[src/hdl/grid_cell_locate_and_fetch_top_macros.svh]
// Assertion macros for the grid cell locator RTL.
`ifndef GRID_CELL_LOCATE_AND_FETCH_TOP_MACROS_SVH
`define GRID_CELL_LOCATE_AND_FETCH_TOP_MACROS_SVH

// same-cycle implication, clocked on aclk, off during reset
`define GCLF_ASSERT_NOW(label, ante, cons, msg) \
    label: assert property (@(posedge aclk) disable iff (!aresetn) (ante) |-> (cons)) \
        else $error(msg);

// next-cycle implication
`define GCLF_ASSERT_NEXT(label, ante, cons, msg) \
    label: assert property (@(posedge aclk) disable iff (!aresetn) (ante) |=> (cons)) \
        else $error(msg);

`endif

[src/hdl/gclf_pkg.sv]
// Shared constants, codes and controller/datapath interface types.
`default_nettype none
package gclf_pkg;

    // table sizes
    localparam int unsigned MAX_RADIAL     = 64;
    localparam int unsigned MAX_AXIAL      = 64;
    localparam int unsigned PRESSURE_DEPTH = 8192;

    localparam int unsigned RADIAL_AW = $clog2(MAX_RADIAL);
    localparam int unsigned AXIAL_AW  = $clog2(MAX_AXIAL);
    localparam int unsigned PRESS_AW  = $clog2(PRESSURE_DEPTH);

    localparam int unsigned WALK_N  = (MAX_RADIAL > MAX_AXIAL) ? MAX_RADIAL : MAX_AXIAL;
    localparam int unsigned WALK_AW = $clog2(WALK_N);
    localparam int unsigned WALK_CW = WALK_AW + 1;

    // field widths
    localparam int unsigned ACTION_W    = 2;
    localparam int unsigned IDX_W       = 13;
    localparam int unsigned DATA_W      = 32;
    localparam int unsigned RIDX_W      = 6;
    localparam int unsigned AIDX_W      = 6;
    localparam int unsigned CELL_IDX_W  = 13;
    localparam int unsigned CFG_W       = 7;
    localparam int unsigned CFG_ADDR_W  = 2;
    localparam int unsigned IN_TDATA_W  = 144;
    localparam int unsigned OUT_TDATA_W = 64;

    // running width sum never overflows over the whole walk
    localparam int unsigned SUM_W  = DATA_W + WALK_AW + 1;
    localparam int unsigned CELL_W = CFG_W + AXIAL_AW + 2;

    localparam logic [CFG_W-1:0] RADIAL_COUNT_RST = 7'd64;
    localparam logic [CFG_W-1:0] AXIAL_COUNT_RST  = 7'd64;
    localparam logic [CFG_W-1:0] ROW_STRIDE_RST   = 7'd66;

    typedef enum logic [ACTION_W-1:0] {
        ACT_WR_RADIAL   = 2'd0,
        ACT_WR_AXIAL    = 2'd1,
        ACT_WR_PRESSURE = 2'd2,
        ACT_QUERY       = 2'd3
    } action_t;

    typedef enum logic [CFG_ADDR_W-1:0] {
        CFG_RADIAL_COUNT = 2'd0,
        CFG_AXIAL_COUNT  = 2'd1,
        CFG_ROW_STRIDE   = 2'd2
    } cfg_reg_t;

    typedef struct packed {
        logic               accept;     // input word taken this cycle
        logic               flush;      // clear walk pipeline and running sum
        logic               issue;      // read one width entry
        logic [WALK_AW-1:0] rd_addr;
        logic               rd_last;    // entry being read is the last one in use
        logic               axial;      // walk runs over axial table
        logic               cap;        // capture walk result
        logic               cap_empty;  // nothing walked: index 0, outside
        logic               calc_cell;
        logic               fetch;
        logic               load_out;
    } gclf_cmd_t;

    typedef struct packed {
        logic p3_vld;
        logic p3_last;
        logic hit;
        logic z_neg;
    } gclf_status_t;

    function automatic logic [WALK_CW-1:0] clamp_count(input logic [CFG_W-1:0] count,
                                                       input int unsigned limit);
        logic [WALK_CW-1:0] result;
        if (32'(count) > limit)
            result = WALK_CW'(limit);
        else
            result = WALK_CW'(count);
        return result;
    endfunction

endpackage
`default_nettype wire

[src/hdl/gclf_ctrl.sv]
// Controller: sequences table writes, the two walks, cell fetch and result.
`default_nettype none
`include "grid_cell_locate_and_fetch_top_macros.svh"
module gclf_ctrl import gclf_pkg::*; (
    input  wire logic             aclk,
    input  wire logic             aresetn,
    input  wire logic             s_tvalid,
    output logic                  s_tready,
    input  wire action_t          s_action,
    output logic                  m_tvalid,
    input  wire logic             m_tready,
    input  wire logic [CFG_W-1:0] cfg_radial_count,
    input  wire logic [CFG_W-1:0] cfg_axial_count,
    input  wire gclf_status_t     st,
    output gclf_cmd_t             cmd
);

    typedef enum logic [5:0] {
        ST_IDLE  = 6'b000001,
        ST_RWALK = 6'b000010,
        ST_ZWALK = 6'b000100,
        ST_CELL  = 6'b001000,
        ST_FETCH = 6'b010000,
        ST_DONE  = 6'b100000
    } state_t;

    state_t             state_reg, state_next;
    logic [WALK_CW-1:0] cnt_reg, cnt_next;
    logic               m_tvalid_reg, m_tvalid_next;
    logic [WALK_CW-1:0] n_rad, n_ax, walk_n;
    logic               accept;
    state_t             walk_exit;

    assign n_rad  = clamp_count(cfg_radial_count, MAX_RADIAL);
    assign n_ax   = clamp_count(cfg_axial_count, MAX_AXIAL);
    assign walk_n = (state_reg == ST_ZWALK) ? n_ax : n_rad;
    assign walk_exit = (state_reg == ST_ZWALK) ? ST_CELL : ST_ZWALK;

    assign s_tready = (state_reg == ST_IDLE);
    assign accept   = s_tvalid && s_tready;
    assign m_tvalid = m_tvalid_reg;

    always_comb begin
        cmd           = '0;
        cmd.accept    = accept;
        cmd.axial     = (state_reg == ST_ZWALK);
        cmd.rd_addr   = cnt_reg[WALK_AW-1:0];
        cmd.rd_last   = (cnt_reg == walk_n - WALK_CW'(1));
        state_next    = state_reg;
        cnt_next      = cnt_reg;

        case (state_reg)
            ST_IDLE: begin
                if (accept) begin
                    if (s_action == ACT_QUERY) begin
                        cmd.flush  = 1'b1;
                        cnt_next   = '0;
                        state_next = ST_RWALK;
                    end else begin
                        state_next = ST_DONE;
                    end
                end
            end
            ST_RWALK, ST_ZWALK: begin
                if ((walk_n == '0) || (cmd.axial && st.z_neg)) begin
                    cmd.cap       = 1'b1;
                    cmd.cap_empty = 1'b1;
                    cmd.flush     = 1'b1;
                    cnt_next      = '0;
                    state_next    = walk_exit;
                end else if (st.p3_vld && (st.hit || st.p3_last)) begin
                    // first hit wins; entries still in flight are dropped
                    cmd.cap    = 1'b1;
                    cmd.flush  = 1'b1;
                    cnt_next   = '0;
                    state_next = walk_exit;
                end else if (cnt_reg < walk_n) begin
                    cmd.issue = 1'b1;
                    cnt_next  = cnt_reg + WALK_CW'(1);
                end
            end
            ST_CELL: begin
                cmd.calc_cell = 1'b1;
                state_next    = ST_FETCH;
            end
            ST_FETCH: begin
                cmd.fetch  = 1'b1;
                state_next = ST_DONE;
            end
            ST_DONE: begin
                if (!m_tvalid_reg || m_tready) begin
                    cmd.load_out = 1'b1;
                    state_next   = ST_IDLE;
                end
            end
            default: begin
                state_next = ST_IDLE;
            end
        endcase
    end

    always_comb begin
        if (cmd.load_out)
            m_tvalid_next = 1'b1;
        else if (m_tready)
            m_tvalid_next = 1'b0;
        else
            m_tvalid_next = m_tvalid_reg;
    end

    always_ff @(posedge aclk) begin
        if (!aresetn) begin
            state_reg    <= ST_IDLE;
            cnt_reg      <= '0;
            m_tvalid_reg <= 1'b0;
        end else begin
            state_reg    <= state_next;
            cnt_reg      <= cnt_next;
            m_tvalid_reg <= m_tvalid_next;
        end
    end

    `GCLF_ASSERT_NOW(a_load_when_free, cmd.load_out, !m_tvalid_reg || m_tready, "result overwritten before taken")
    `GCLF_ASSERT_NOW(a_no_issue_on_flush, cmd.issue, !cmd.flush, "read issued during flush")
    `GCLF_ASSERT_NOW(a_issue_in_range, cmd.issue, cnt_reg < walk_n, "read beyond cells in use")
    `GCLF_ASSERT_NOW(a_p3_only_walking, st.p3_vld, (state_reg == ST_RWALK) || (state_reg == ST_ZWALK), "walk stage valid outside a walk")
    `GCLF_ASSERT_NEXT(a_query_starts_walk, accept && (s_action == ACT_QUERY), state_reg == ST_RWALK, "query did not start radial walk")

endmodule
`default_nettype wire

[config.mk]
export PLATFORM = sky130hd
export DESIGN_NAME = gclf_ctrl
export DESIGN_NICKNAME = d
export VERILOG_FILES = /design/src/hdl/gclf_pkg.sv /design/src/hdl/gclf_ctrl.sv
export VERILOG_INCLUDE_DIRS = /design/src /design/src/hdl
export SDC_FILE = /design/constraint.sdc
export NUM_CORES = 1
export LEC_CHECK = 0
export ABC_AREA = 1
export BUFFER_PORTS_ARGS = -buffer_cell sky130_fd_sc_hd__buf_2
export CAP_MARGIN = 20
export CORE_MARGIN = 5
export CORE_UTILIZATION = 50
export DETAILED_ROUTE_END_ITERATION = 12
export GPL_ROUTABILITY_DRIVEN = 0
export MAX_ROUTING_LAYER = met4
export PLACE_DENSITY_LB_ADDON = 0.15
export SYNTH_ARGS = -nofsm -noshare
export SYNTH_HDL_FRONTEND = slang
export SYNTH_SLANG_ARGS = --single-unit
[constraint.sdc]
create_clock -name aclk -period 3.1 [get_ports aclk]
set_input_delay 0.31 -clock aclk [delete_from_list [all_inputs] [get_ports aclk]]
set_output_delay 0.31 -clock aclk [all_outputs]
set_load 0.005 [all_outputs]
==> out/results.ini <==
[status]
outcome=complete, no violations

[floorplan]
io_pins=42
die_h_um=65.73
die_w_um=65.73
design.core.area_um2=3028
initial_core_util_pct=51.28
placementRows=20
die-area_um2=4320

[timing]
timing.fmax_ghz=0.3430
fin_hold_ws_ns=0.3057
fin_crit_sh_pct=94.05
hold_viol_final=0
worst_slew_pin_slew_ns=0.6485
finalClockSkew_ns=0.002818
fin_crit_ns=2.915
fin_setup_tns_ns=0
setup_viol=0
fin_ws_ns=0.1845
slew_violations=0
relSlewSlack_pct=56.31

[global_route]
grt_antenna_before_repair=0
grt_max_degree=10
gr-total-overflow=0
grt_first_pass_wirelength_mm=6.099
grt_usage_pct=18.22
grt_pass1_vias=1456

[clocking]
clock-sinks=14
clkTransAtPathRegs_ns=0.08
ctsLongestPathBuffers=2
cts-root-buf=clkbuf_4
cts_buffers=3
hold_buffers=0
cts_tree=done
cts_max_level=1
clock_latency_ns=0.29

[placement]
place_inst=314
io_buffers=41
dpl.hpwl_mm=2.909
place_ws_ns=0.3610

[synth]
synth_nets=271
synth_area_leader_cell=dfxtp_1
syn-cell-area_um2=1553
synthCells=238
synth_area_leaders=dfxtp_1 (18%), nand2_1 (9.9%), inv_1 (8.7%)
syn_area_per_cell_um2=6.524
yosys_warnings=0
synth_cell_type_count=33
synth_top_area_share_pct=18.05
synth-seq-cells=14
seq_area_frac_synth_pct=18.05

[layout]
num-nets-final=309
diodes=0
largest_reg_flops=7
final_cells=319
final_cell_mix=nand2_1 (41), buf_2 (41), inv_1 (36), nor2_1 (29), nand3_1 (23)
area_growth_pct=16.44
finish.utilization_pct=59.71
multi_input_area_um2=1066
fill_cells=292
drive_gt1_share_pct=27.64
seqCellArea_um2=280.3

[critical_path]
slowest_stage=dfxtp_1
cp_slowest_stage_delay_ns=0.34
end_kind=primary output
cp.required_ns=2.79
crit_family=simple AND/OR/NAND/NOR gates
cp_num_buf_inv=4
crit_arrival_ns=2.61
path_cells=nor2_2 > nand3_4 > clkinv_1 > nand2_1 > o22ai_2 > inv_1 > ha_1 > inv_1 > nor2_2 > nand3_4 > nand2_4 > o21ai_0 > nand2_1 > buf_2
path_class=reg2out
startpoint_type=flip-flop
cp_max_fo=8

[route]
viasPerCell=4.831
ant_nets=0
drt_iter0_markers=73
drt-pass1-iter-count=4
via_count=1541
drc_errors=0
wire_per_inst_um=11.07
wirelength_mm=3.532

[worst_hold_path]
min_path_type=in2reg

[job]
maxCapViolCount=0

[power_and_ir_drop]
p_per_area_nw_per_um2=512.8
peakVddDrop_uv=340.9
leakage_nw=0.9629

==> cells in the mapped netlist <==
| library cell | instances |
|---|---|
| nand4_2 | 2 |
| nand3_4 | 1 |
| xor2_1 | 8 |
| inv_1 | 36 |
| buf_4 | 8 |
| nor2_4 | 2 |
| nor4_1 | 2 |
| clkbuf_1 | 1 |
| nor3_4 | 1 |
| nor3_1 | 4 |
| nand3_1 | 23 |
| nand2_1 | 41 |
| nand2_2 | 4 |
| clkinv_1 | 2 |
| inv_2 | 2 |
| nor2_2 | 5 |
| o21ai_0 | 5 |
| ha_1 | 9 |
| nand3b_1 | 1 |
| dfxtp_1 | 14 |
| a21oi_1 | 9 |
| nand2_4 | 3 |
| nor2_8 | 1 |
| nor2_1 | 29 |
| nand4_1 | 10 |
| nand3_2 | 6 |
| o2111ai_1 | 1 |
| o22ai_1 | 1 |
| o21ai_1 | 1 |
| buf_6 | 1 |
| xnor2_1 | 3 |
| a21oi_2 | 1 |
| o21a_1 | 1 |
==> layout make-up <==
cell class | count | share of cell area [%]
Multi-Input combinational cell | 174 | 58.96
Sequential cell | 14 | 15.50
Timing Repair Buffer | 43 | 12.18
Inverter | 40 | 8.305
Tap cell | 44 | 3.045
Clock buffer | 4 | 2.007
==> metrics by stage <==
step	total power, mW	area (µm²)
after floorplan	0.6771	1553
after global placement	0.7852	1745
after detailed placement	0.7840	1745
after CTS	0.9212	1782
after global routing	1.029	1808
final	0.9271	1808
==> cell families (layout without fill, tap and decap cells) <==
logic type / after synthesis / count (layout) / synth area share, %
xor gates and xnor gates: 11 / 11 / 6.205
adders and majority gates: 9 / 9 / 7.252
and+or+nand+nor: 135 / 135 / 47.14
DFF: 14 / 14 / 18.05
AOI/OAI and AO/OA: 19 / 19 / 6.849
buffers and inverters: 50 / 87 / 14.50
==> power by group <==
| part | leakage [nW] | internal [mW] | switching [mW] |
|---|---|---|---|
| logic | 0.828 | 0.210 | 0.317 |
| registers | 0.114 | 0.217 | 0.0500 |
| clock network | 0.0210 | 0.0716 | 0.0618 |
==> metal layers <==
| metal | vias to the layer above | GRT usage (%) | wire length, µm |
|---|---|---|---|
| met1 | 659 | 22.70 | 1708 |
| met3 | 4 | 1.709 | 157 |
| met4 | 0 | 6.995 | 36 |
| li1 | 840 | - | - |
| met5 | - | - | 0 |
| met2 | 38 | 30.29 | 1631 |
==> timing repair <==
| item | in CTS | in global routing |
|---|---|---|
| endpoints found under the setup margin | 0 | 4 |
| resized for setup | 0 | 3 |
| setup buffers | 0 | 1 |
==> worst paths after layout <==
path / endpoint / start / depth (start not counted) / slack, ns
worst min register to register: state_reg[4] / state_reg[2] / 1 / 0.49
worst max-delay path: cmd[14] / state_reg[0] / 14 / 0.18
worst max register to register: cnt_reg[2] / state_reg[0] / 18 / 0.46
worst min-delay path: state_reg[0] / aresetn / 2 / 0.31
Note: power is estimated with default switching activity, not from simulation.
